--- config.mk ---
export PLATFORM = sky130hd
export DESIGN_NAME = tmse_lists
export DESIGN_NICKNAME = d
export VERILOG_FILES = /design/src/rtl/turing_machine_step_engine_defines.svh /design/src/rtl/tmse_pkg.sv /design/src/rtl/tmse_lists.sv
export SDC_FILE = /design/constraint.sdc
export NUM_CORES = 1
export LEC_CHECK = 0
export BUFFER_PORTS_ARGS = -buffer_cell sky130_fd_sc_hd__buf_2
export CAP_MARGIN = 5
export CORE_ASPECT_RATIO = 1.5
export CORE_MARGIN = 4
export CORE_UTILIZATION = 40
export CTS_CLUSTER_DIAMETER = 150
export DETAILED_ROUTE_END_ITERATION = 16
export HOLD_SLACK_MARGIN = 0.02
export SYNTH_ARGS = -nofsm -noshare
export SYNTH_HDL_FRONTEND = slang
export SYNTH_SLANG_ARGS = --single-unit
export TNS_END_PERCENT = 1
--- constraint.sdc ---
create_clock -name clk -period 3 [get_ports clk]
set_input_delay 0.45 -clock clk [delete_from_list [all_inputs] [get_ports clk]]
set_output_delay 0.45 -clock clk [all_outputs]
set_load 0.05 [all_outputs]
--- src/rtl/turing_machine_step_engine_defines.svh ---
// Assertion macros shared by the Turing machine step engine RTL.
`ifndef TURING_MACHINE_STEP_ENGINE_DEFINES_SVH
`define TURING_MACHINE_STEP_ENGINE_DEFINES_SVH

// Antecedent implies consequent in the same cycle.
`define TMSE_ASSERT_SAME(label, ante, cons, msg) \
	label: assert property (@(posedge clk) disable iff (!arst_n) (ante) |-> (cons)) \
		else $error(msg);

// Antecedent implies consequent in the next cycle.
`define TMSE_ASSERT_NEXT(label, ante, cons, msg) \
	label: assert property (@(posedge clk) disable iff (!arst_n) (ante) |=> (cons)) \
		else $error(msg);

`endif

--- src/rtl/tmse_pkg.sv ---
// Package with constants and types of the Turing machine step engine.
package tmse_pkg;

	localparam int TAPE_CELLS  = 1024;
	localparam int MAX_SYMBOLS = 16;
	localparam int MAX_STATES  = 32;

	localparam int TAPE_AW    = $clog2(TAPE_CELLS);
	localparam int SYM_IW     = $clog2(MAX_SYMBOLS);
	localparam int ST_IW      = $clog2(MAX_STATES);
	localparam int SYM_CW     = $clog2(MAX_SYMBOLS + 1);
	localparam int ST_CW      = $clog2(MAX_STATES + 1);
	localparam int IDX_W      = (SYM_IW > ST_IW) ? SYM_IW : ST_IW;
	localparam int CNT_W      = (SYM_CW > ST_CW) ? SYM_CW : ST_CW;
	localparam int RULE_AW    = SYM_IW + ST_IW;
	localparam int RULE_DEPTH = MAX_SYMBOLS * MAX_STATES;
	localparam int RULE_W     = 18;
	localparam int CLR_DEPTH  = (TAPE_CELLS > RULE_DEPTH) ? TAPE_CELLS : RULE_DEPTH;
	localparam int CLR_W      = $clog2(CLR_DEPTH);
	localparam int HEAD_MID   = TAPE_CELLS / 2;

	localparam int CHAR_W   = 8;
	localparam int OFFSET_W = 10;
	localparam int HEAD_W   = 10;
	localparam int DIR_W    = 2;
	localparam int ERR_W    = 3;
	localparam int OP_W     = 3;

	localparam logic [OP_W-1:0] OP_INIT       = 3'd0;
	localparam logic [OP_W-1:0] OP_ADD_SYMBOL = 3'd1;
	localparam logic [OP_W-1:0] OP_ADD_STATE  = 3'd2;
	localparam logic [OP_W-1:0] OP_ADD_RULE   = 3'd3;
	localparam logic [OP_W-1:0] OP_WRITE      = 3'd4;
	localparam logic [OP_W-1:0] OP_READ       = 3'd5;
	localparam logic [OP_W-1:0] OP_SET_HEAD   = 3'd6;
	localparam logic [OP_W-1:0] OP_STEP       = 3'd7;

	localparam logic [ERR_W-1:0] ERR_OK     = 3'd0;
	localparam logic [ERR_W-1:0] ERR_SYMBOL = 3'd1;
	localparam logic [ERR_W-1:0] ERR_STATE  = 3'd2;
	localparam logic [ERR_W-1:0] ERR_FULL   = 3'd3;
	localparam logic [ERR_W-1:0] ERR_TAPE   = 3'd4;

	localparam logic [DIR_W-1:0] DIR_LEFT  = 2'd0;
	localparam logic [DIR_W-1:0] DIR_RIGHT = 2'd1;

	localparam logic       CFG_BLANK = 1'b0;
	localparam logic       CFG_STOP  = 1'b1;

	typedef struct packed {
		logic              clear;
		logic              add_sym;
		logic              add_st;
		logic [CHAR_W-1:0] data;
	} tmse_list_ctl_t;

	typedef struct packed {
		logic              start;
		logic              sel_state;
		logic [CHAR_W-1:0] key;
	} tmse_srch_req_t;

	typedef struct packed {
		logic             done;
		logic             found;
		logic [IDX_W-1:0] idx;
		logic             sym_full;
		logic             st_full;
	} tmse_srch_rsp_t;

endpackage

--- src/rtl/tmse_lists.sv ---
// Symbol and state lists with a shared one-compare-per-cycle search unit.
module tmse_lists import tmse_pkg::*; (
	input  logic           clk,
	input  logic           arst_n,
	input  tmse_list_ctl_t ctl,
	input  tmse_srch_req_t req,
	output tmse_srch_rsp_t rsp
);
	logic [CHAR_W-1:0] sym_list [MAX_SYMBOLS];
	logic [CHAR_W-1:0] st_list  [MAX_STATES];
	logic [SYM_CW-1:0] sym_count_q;
	logic [ST_CW-1:0]  st_count_q;
	logic              busy_q;
	logic              sel_q;
	logic [CHAR_W-1:0] key_q;
	logic [CNT_W-1:0]  idx_q;
	logic [CNT_W-1:0]  cnt;
	logic [CHAR_W-1:0] entry;
	logic              at_end;
	logic              hit;

	assign cnt    = sel_q ? CNT_W'(st_count_q) : CNT_W'(sym_count_q);
	assign entry  = sel_q ? st_list[idx_q[ST_IW-1:0]] : sym_list[idx_q[SYM_IW-1:0]];
	assign at_end = idx_q >= cnt;
	assign hit    = entry == key_q;

	assign rsp.done     = busy_q && (at_end || hit);
	assign rsp.found    = busy_q && !at_end && hit;
	assign rsp.idx      = IDX_W'(idx_q);
	assign rsp.sym_full = 32'(sym_count_q) >= MAX_SYMBOLS;
	assign rsp.st_full  = 32'(st_count_q) >= MAX_STATES;

	always_ff @(posedge clk) begin
		if (ctl.add_sym && !rsp.sym_full) begin
			sym_list[sym_count_q[SYM_IW-1:0]] <= ctl.data;
		end
		if (ctl.add_st && !rsp.st_full) begin
			st_list[st_count_q[ST_IW-1:0]] <= ctl.data;
		end
	end

	always_ff @(posedge clk or negedge arst_n) begin
		if (!arst_n) begin
			sym_count_q <= '0;
			st_count_q  <= '0;
			busy_q      <= 1'b0;
			sel_q       <= 1'b0;
			key_q       <= '0;
			idx_q       <= '0;
		end else begin
			if (ctl.clear) begin
				sym_count_q <= '0;
				st_count_q  <= '0;
			end else begin
				if (ctl.add_sym && !rsp.sym_full) begin
					sym_count_q <= sym_count_q + 1'b1;
				end
				if (ctl.add_st && !rsp.st_full) begin
					st_count_q <= st_count_q + 1'b1;
				end
			end
			if (req.start) begin
				busy_q <= 1'b1;
				sel_q  <= req.sel_state;
				key_q  <= req.key;
				idx_q  <= '0;
			end else if (rsp.done) begin
				busy_q <= 1'b0;
			end else if (busy_q) begin
				idx_q <= idx_q + 1'b1;
			end
		end
	end
endmodule

After elaboration in Yosys (flattened, before gate mapping)
Memory sizes are Yosys's and may differ from the RTL's.
Index checks and enable logic that the tools add are counted.

cells by class
  divide/modulo/power cells = 0
  reduce and logical (&&, ||, !) cells = 14
  multipliers = 0
  bitwise gates (word level) = 0
  equality and inequality tests = 2
  mux-type cells = 15
  add/subtract/negate cells = 3
  $lt $le $gt $ge = 3
  shift operators = 0

operators with widths
  cell                 number
  $mux 6               6
  $add 6x1->6 const B  2
  $mux 5               2
  $eq 8x8->1           1
  $mux 8               1
  $reduce_bool 2->1    4
  $ge 6x6->1           1
  $ge 6x6->1 const B   1
  $mux 1               6
  $add 5x1->5 const B  1
  $ge 5x5->1 const B   1
  $logic_and 1x1->1    5
  $logic_not 1->1      3
  $ne 2x2->1 const B   1
  $reduce_and 2->1     1
  $logic_or 1x1->1     1

storage, ports and cells
  word-level logic and storage cells = 45
  output and inout bits = 9
  memory bits (read-only) = 0
  register bits after elaboration = 27
  memories = 2
  memory bits (writable) = 384
  bits of input ports = 23
  latch bits = 0

memories
  memory    words  bits a word  rd ports  clocked after memory_dff  write ports  RTL line          RTL
  st_list   32     8            1         0                         1            tmse_lists.sv:10  logic [CHAR_W-1:0] st_list [MAX_STATES];
  sym_list  16     8            1         0                         1            tmse_lists.sv:9   logic [CHAR_W-1:0] sym_list [MAX_SYMBOLS];

Depth between registers and ports, before layout
Gate-level depths: netlist of run 1.
An unclocked memory read counts as a cell.

  word-level depth = 7
  gate-level depth with buffers = 14

Worst setup path after synthesis of run 1
OpenSTA, ideal clock, no wires.

  path type = reg-to-output
  from = reg idx_q[1]
  to = out rsp[8] (netlist name)
  setup slack = -0.887 ns
  cell stages (with the launch flop) = 12
  arrival time = 3.437 ns
  buffers on the path = 2
  path through = dfrtp_1 -> buf_6 -> buf_6 -> a21o_1 -> mux4_2 -> a211oi_2 -> or2_1 -> o311a_1 -> nand4b_1 -> nor4_4 -> nand2_1 -> a21boi_0

RTL lines
  what                    RTL line          RTL
  from (decl)             tmse_lists.sv:16  logic [CNT_W-1:0] idx_q;
  from (signal assigned)  tmse_lists.sv:70  idx_q <= idx_q + 1'b1;
  to (decl)               tmse_lists.sv:7   output tmse_srch_rsp_t rsp

==> summary.md, run 1 <==
The flow ran to the end, but the final reports show violations. The checks that failed: setup timing. The number of different library cells used by synthesis comes to 62.

TritonCTS built the clock tree. Number of max-slew violations in the final report: 0. The tools report the post-place instance area as 19000 um2. The floorplan has 92 rows. The number of global-route vias before repair was 9899; the arrival time of data at the critical path endpoint was 3.54 ns. Clock skew on the completed layout was measured at 0.0154 ns. Dividing the detail-routed via count by the number of cells gives 5.31. For the overall die area, the log shows 46100 um2. The placer's final routability congestion estimate was 0.891. From synthesis to final layout, the design area changed by 20.9%. Type of the most critical hold path: in2reg. The actual transition at the worst max-transition pin was 1.04 ns; the cell depth of the worst hold path was 2. The worst setup path is launched from a register. After the last flow step, the layout net total stands at 1228.

Yosys mapped a number of flops with a built-in enable equal to 384. The total power density per cell area is 598 nW/um2. The worst hold path terminates at key_q[2]. After the first detailed-routing iteration, the DRC count stood at 693. The logs give 0.180 for the global router's overall resource usage and 0.149 ns for the final worst hold slack. The type of the setup path with the least slack is reg2out. Setup repair after global routing could not meet its margin everywhere.

STA classifies the critical path endpoint as an output pin. The run gives 0.309 as the tightest slew margin relative to the limit. The tools report the finished layout cell area as 20600 um2. The root buffer cell chosen for the clock tree is sky130_fd_sc_hd__clkbuf_16.

The overall via count from detail_route was 9439; the later-pin clock latency in the skew report was 0.54 ns. The number of failing hold endpoints at the final stage is 0, and the total wire length after detailed routing is 41.4 mm. The count of cells along the worst register-to-register path came out at 13.

The async set or reset register ratio after synthesis came out at 0.0657. The startpoint identified for the worst register-to-register timing path is idx_q[0]. The critical path data required time was 2.55 ns. The number of nets handed over by synthesis was 1043. Top-area cell type share of the netlist area: 0.676.

The detailed-route wire length per cell came out at 23.3 um. The filler cell count in the final layout was 3566; the number of max-cap violations was 0. In this run the critical register-to-register path is captured at idx_q[5]. Once placement completed, the tool counted placed cells totaling 1704. The achievable clock frequency is 251 MHz.

CTS saw 411 sinks. Setup violations remaining at the end of the flow were counted as 9. The length of the first detailed-routing pass in iterations was 5. In this run the worst path has a maximum fanout of 8. The worst path needs 3.99 ns of the cycle, external delays included.

The logs give 0 for the count of synthesis-stage warnings from yosys and 0.384 mV for the peak supply drop. The dominant synthesized flop cell was sky130_fd_sc_hd__edfxtp_1. The run gives 1 as the number of antenna violations at the first check in global routing.

In this run the deepest clock path goes through 3 buffers. The first global-routing pass estimated 61.6 mm of wire. The die extent in x was 177 um.

Each instance of the synthesized netlist takes up on average 17.0 um2. Synthesis-stage register bit count: 411. The mapped cell area is 17100 um2, and the H-tree level count is 2.

sky130_fd_sc_hd__edfxtp_1 takes more of the synthesized area than any other cell. 32 I/O pins were placed. In this run the static leakage power is 0.00686 uW.

In the post-synthesis netlist, the biggest area contributors are sky130_fd_sc_hd__edfxtp_1, sky130_fd_sc_hd__mux4_2, sky130_fd_sc_hd__mux2i_1. Synthesis produced 1005 cells. Leftover overflow at the end of global routing: 0. In this run the most critical hold path is launched from req[2]. The final worst slack is -0.990 ns. In this run the register-to-register setup slack is -0.43 ns. The floorplan die height works out to 261 um. The floorplan core area came out at 42100 um2.

The ratio of final minimum period to clock period was 1.33; the count of inserted antenna diode cells was 0. The final HPWL from detailed placement is 27.5 mm, and the number of clock buffers inserted by TritonCTS is 39. The run gives 1779 as the post-layout instance count excluding filler cells.

Among all cell types in the netlist, the one instantiated most often is sky130_fd_sc_hd__edfxtp_1. Entering global routing, the biggest net connects 49 pins. The clock-pin transition on the worst setup and hold timing paths is 0.07 ns, and the starting density of the core is 0.405. The fraction of final layout cells with drive strength greater than 1 came out at 0.316. The tools report the share of synthesized area occupied by flip-flops and latches as 0.716.

The tools report the detailed-route DRC error count as 0. In the synthesized netlist, the cells that appear most often are sky130_fd_sc_hd__edfxtp_1, sky130_fd_sc_hd__mux2i_1, sky130_fd_sc_hd__nor2_1. The tools report the count of antenna-violating nets left after detailed routing as 0.

The number of I/O port buffers is 31.
==> per-layer routing <==
metal	routed length [um]	up-vias	global-route usage
met5	0	-	0
met4	1800	0	0.0794
met3	1540	88	0.0235
met2	22400	225	0.334
met1	15600	4794	0.206
li1	-	4332	-
==> stage by stage <==
step	setup TNS (ns)	power [uW]	setup slack, ns	utilization
2_1_floorplan	-0.442	7070	-0.148	-
3_3_place_gp	-7.76	7510	-1.07	0.452
6_report	-4.04	12300	-0.990	0.490
3_5_place_dp	-7.74	7520	-1.08	0.452
4_1_cts	-4.03	12400	-1.00	0.488
5_1_grt	-4.76	12800	-1.08	0.490
==> cells by family after synthesis <==
| kind of cell | share of synthesized area |
|---|---|
| DFF | 0.716 |
| muxes | 0.130 |
| xor gates and xnor gates | 0.00411 |
| adders and majority gates | 0.0110 |
| AOI/OAI and AO/OA | 0.0589 |
| and+or+nand+nor | 0.0554 |
| buffers and inverters | 0.0252 |
==> layout by cell type, fill, tap and decap left out, types with 24 or more instances in the layout <==
master	Yosys	layout
sky130_fd_sc_hd__nor2_1	79	71
sky130_fd_sc_hd__clkbuf_16	0	41
sky130_fd_sc_hd__dfrtp_1	27	24
sky130_fd_sc_hd__a21oi_1	37	33
sky130_fd_sc_hd__mux4_2	44	44
sky130_fd_sc_hd__mux2i_1	97	97
sky130_fd_sc_hd__buf_2	7	29
sky130_fd_sc_hd__buf_4	22	150
sky130_fd_sc_hd__nand2_1	40	38
sky130_fd_sc_hd__edfxtp_1	384	384
==> timing repair <==
item                                   4_1_cts  5_1_grt
pin swaps                                   13        3
setup buffers                                5        1
hold buffers                                 1        0
setup endpoints to repair                    9        9
resized for setup                           39       19
endpoints found under the hold margin       27        0
cloned                                       2        0
==> power by group <==
group          internal, uW  switching [uW]
Combinational           522             603
Clock                  2830            2000
Sequential             6340            51.3
Total                  9690            2650
==> state kept, by name, indices dropped and copies added, names as in the netlist <==
register and flops:
busy_q 1, idx_q 6, key_q 8, sel_q 1, st_count_q 6, st_list 256
sym_count_q 5, sym_list 128
==> cell type report <==
type	instances	area [um2]	share of cell area
sequential	411	12200	0.592
multi-input combinational	526	4690	0.227
timing repair buffer	205	1750	0.0847
clock buffer	48	1050	0.0510
tap	564	706	0.0342
clock inverter	18	190	0.00922
inverter	7	28.8	0.00139
==> critical path: stages, from the launching register on <==
cell,delay (ns)
sky130_fd_sc_hd__dfrtp_4,0.57
sky130_fd_sc_hd__buf_12,0.18
sky130_fd_sc_hd__or4bb_4,0.57
sky130_fd_sc_hd__o22a_1,0.28
sky130_fd_sc_hd__o221ai_2,0.11
sky130_fd_sc_hd__nor3_1,0.12
sky130_fd_sc_hd__a32oi_1,0.16
sky130_fd_sc_hd__nand3_1,0.15
sky130_fd_sc_hd__nor4_4,0.37
sky130_fd_sc_hd__nand2_2,0.15
sky130_fd_sc_hd__a21boi_4,0.17
sky130_fd_sc_hd__buf_6,0.17
==> worst max path at each step <==
stage / endpoint / from / slack [ns]
2_1_floorplan: rsp[8] / idx_q[1] / -0.15
3_3_place_gp: rsp[8] / idx_q[1] / -1.07
3_5_place_dp: rsp[8] / idx_q[1] / -1.08
4_1_cts: rsp[8] / idx_q[0] / -1.00
5_1_grt: rsp[8] / idx_q[1] / -1.08
6_report: rsp[8] / idx_q[0] / -0.99
Note: power is estimated with default switching activity, not from simulation.
==> run 2, diff against run 1 <==
- GPL_ROUTABILITY_DRIVEN: default -> 0
- SKIP_CTS_REPAIR_TIMING: default -> 1
==> run 2 against run 1 <==
The flow still finishes with violations (setup timing). Sequential power about the same. Power about the same. Global-route usage decreased by 0.25 points. Register-to-register slack about the same. Clock power about the same. Utilization decreased by 0.15 points. Non-clock buffer count increased by 3. Setup slack got worse by 0.019 ns. Clock skew decreased by 0.0025 ns. Clock-buffer cell count unchanged. Die area unchanged. Largest power group unchanged.
==> summary.md, run 2 (synthesis gave the netlist of run 1 again) <==
The flow ran to the end, but the final reports show violations. The final reports fail on setup timing. The critical path is of the reg2out type. The startpoint kind of the worst setup timing path was a register. The run gives 9773 as the number of global-route vias before repair. The length of the first detailed-routing pass in iterations came out at 5.

The clock net in this run drives a total of 411 sinks. Global routing finished with a remaining overflow of 0. The number of I/O port buffers was 31; the number of max-slew violations in the final report was 0.

For the final worst slack, the log shows -1.01 ns. The net switching share of the total power came out at 0.216. Leaving out fill and tap cells, the most frequent cell in the layout is sky130_fd_sc_hd__edfxtp_1. In the routed layout, each cell is associated on average with a via count of 5.31. The repair_antennas step left the layout with diodes totalling 0. STA classifies the critical path endpoint as an output pin. The run gives 19000 um2 as the post-place instance area. For the later-pin clock latency in the skew report, the log shows 0.54 ns. Data on the critical path is required at its endpoint by 2.55 ns. Once layout is done, the placed cells without fillers occupy 20600 um2. The cell family contributing the most delay on the critical path is simple AND/OR/NAND/NOR gates.

For this run, the top clock speed supported by timing is 249 MHz. From bottom edge to top edge, the die measures 261 um. The detailed router's first-iteration violation count came out at 715.

Traced cell by cell, the critical path runs through buf_12, buf_12, or4bb_4, buf_6, o22ai_4, nor2_1, o21ai_2, o311a_1, nand4b_1, nor4_4, nand2_2, a21boi_4, buf_6. The logs give 1 for the number of antenna violations at the first check in global routing and 9680 uW for the cell-internal power. The number of buffers and inverters on the critical path is 4.

For this design the top-level I/O count stands at 32. TritonCTS built the clock tree. In the layout the commonest cells are sky130_fd_sc_hd__edfxtp_1, sky130_fd_sc_hd__buf_4, sky130_fd_sc_hd__mux2i_1. For the number of rows created at floorplan, the log shows 92. The share of total power in combinational logic was 0.091.

The standard cell with the maximum stage delay on the critical path is sky130_fd_sc_hd__or4bb_4. The ratio of final minimum period to clock period is 1.34. The detailed-route wire length per cell works out to 23.3 um. The count of nets left with antenna violations once routing finished came out at 0.

The largest single stage delay on the critical path is 0.56 ns. Measured along the x axis, the die boundary spans 177 um. The highest fanout seen on the critical path is 5. The region available for standard cell placement spans 42100 um2. The register share of total power was 0.517. Overall power consumption after layout is estimated at 12300 uW. Summed over all nets, the switching power comes to 2660 uW. Once detailed placement completed, the half-perimeter wirelength came to 27.5 mm.

Starting density of the core: 0.405. The cell at the root of the clock tree was sky130_fd_sc_hd__clkbuf_16. After clock tree synthesis, the clock-pin slew on the worst setup and hold paths is 0.07 ns. Summed over all cells, the static leakage comes to 0.00686 uW. The number of placed instances, taps included, is 1704. The number of failing hold endpoints at the final stage came out at 0. The tightest slew margin relative to the limit is 0.313, and the number of max-cap violations is 0. The utilization after layout is 0.488, and the wire length of the first global-routing pass is 60.9 mm. Setup repair after global routing could not meet its margin everywhere. The area overhead of the layout relative to synthesis is 20.6%. The run gives 0.177 as the global router's overall resource usage.

The detailed-route DRC error count is 0. The die covers 46100 um2. Clock network fraction of design power: 0.392.

At the pin with the least slew margin, the transition time is 1.03 ns. For the worst setup path, the data arrival time is 3.56 ns. The routed design could run at a clock period as short as 4.01 ns. Fraction of final layout cells with drive strength greater than 1: 0.309. The number of clock buffers inserted by TritonCTS is 39, and the clock skew after layout is 0.0129 ns. For this design the ratio of total power to cell area is 600 nW/um2. Setup violations remaining at the end of the flow were counted as 9. The longest clock path from root to sink contains 3 buffers. The net count reported at finish came out at 1231. The total wire length after detailed routing was 41.5 mm; the final worst hold slack was 0.145 ns. The register with the most flip-flops in the layout has 256 of them. The tools report the pin count of the biggest net entering global routing as 49. VDD sags by at most 0.336 mV. The worst hold path belongs to the class in2reg. The tools report the overall via count from detail_route as 9460. The H-tree level count came out at 2. The post-layout instance count excluding filler cells was 1782.
==> run 2: power groups by stage <==
stage / registers (uW) / logic [uW] / clock network, uW
2_1_floorplan: 6480 / 583 / 0
6_report: 6380 / 1120 / 4840
4_1_cts: 6380 / 1030 / 4940
5_1_grt: 6380 / 1200 / 5180
3_5_place_dp: 6500 / 1020 / 0
3_3_place_gp: 6500 / 1010 / 0
==> run 2: worst register-to-register path: stages (launching register included) <==
cell and delay (ns):
sky130_fd_sc_hd__dfrtp_4 0.49, sky130_fd_sc_hd__buf_12 0.15, sky130_fd_sc_hd__buf_12 0.13, sky130_fd_sc_hd__or4bb_4 0.56, sky130_fd_sc_hd__buf_6 0.17, sky130_fd_sc_hd__o22ai_1 0.17
sky130_fd_sc_hd__nor2_2 0.13, sky130_fd_sc_hd__o21ai_4 0.11, sky130_fd_sc_hd__a21oi_1 0.08, sky130_fd_sc_hd__xnor2_1 0.28, sky130_fd_sc_hd__a2111oi_4 0.09, sky130_fd_sc_hd__buf_4 0.17
sky130_fd_sc_hd__a21oi_4 0.25, sky130_fd_sc_hd__and3_1 0.23, sky130_fd_sc_hd__mux2_4 0.30
==> run 2: final timing paths <==
| kind | startpoint | end | slack [ns] | cells past startpoint |
|---|---|---|---|---|
| worst min register to register | sym_count_q[4] | sym_count_q[4] | 0.54 | 2 |
| min in group asynchronous | arst_n | idx_q[5] | 0.49 | 2 |
| max in group asynchronous | arst_n | idx_q[2] | 1.99 | 2 |
| worst max register to register | idx_q[0] | idx_q[5] | -0.42 | 14 |
| worst max-delay path | idx_q[0] | rsp[8] | -1.01 | 13 |
| worst min-delay path | req[3] | key_q[3] | 0.14 | 2 |
==> run 2: area by class of cell <==
class                   count  area (um2)
fillers                  3564       21600
flip-flops and latches    411       12200
multi-input cells         526        4620
repair buffers            208        1750
clock buffers              48        1050
well taps                 564         706
clock inverters            18         190
inverters                   7        27.5
==> run 2: per-layer routing <==
layer / GRT usage / part of all wire / vias up
li1: - / - / 4335
met1: 0.206 / 0.38 / 4831
met2: 0.328 / 0.54 / 213
met3: 0.0219 / 0.034 / 81
met4: 0.0759 / 0.040 / 0
met5: 0 / 0 / -
==> run 2: stage by stage <==
| stage | worst slack, ns | TNS, ns |
|---|---|---|
| after floorplan | -0.148 | -0.442 |
| after global placement | -1.07 | -7.76 |
| after detailed placement | -1.08 | -7.74 |
| after CTS | -1.67 | -9.19 |
| after global routing | -1.10 | -4.93 |
| final | -1.01 | -4.20 |
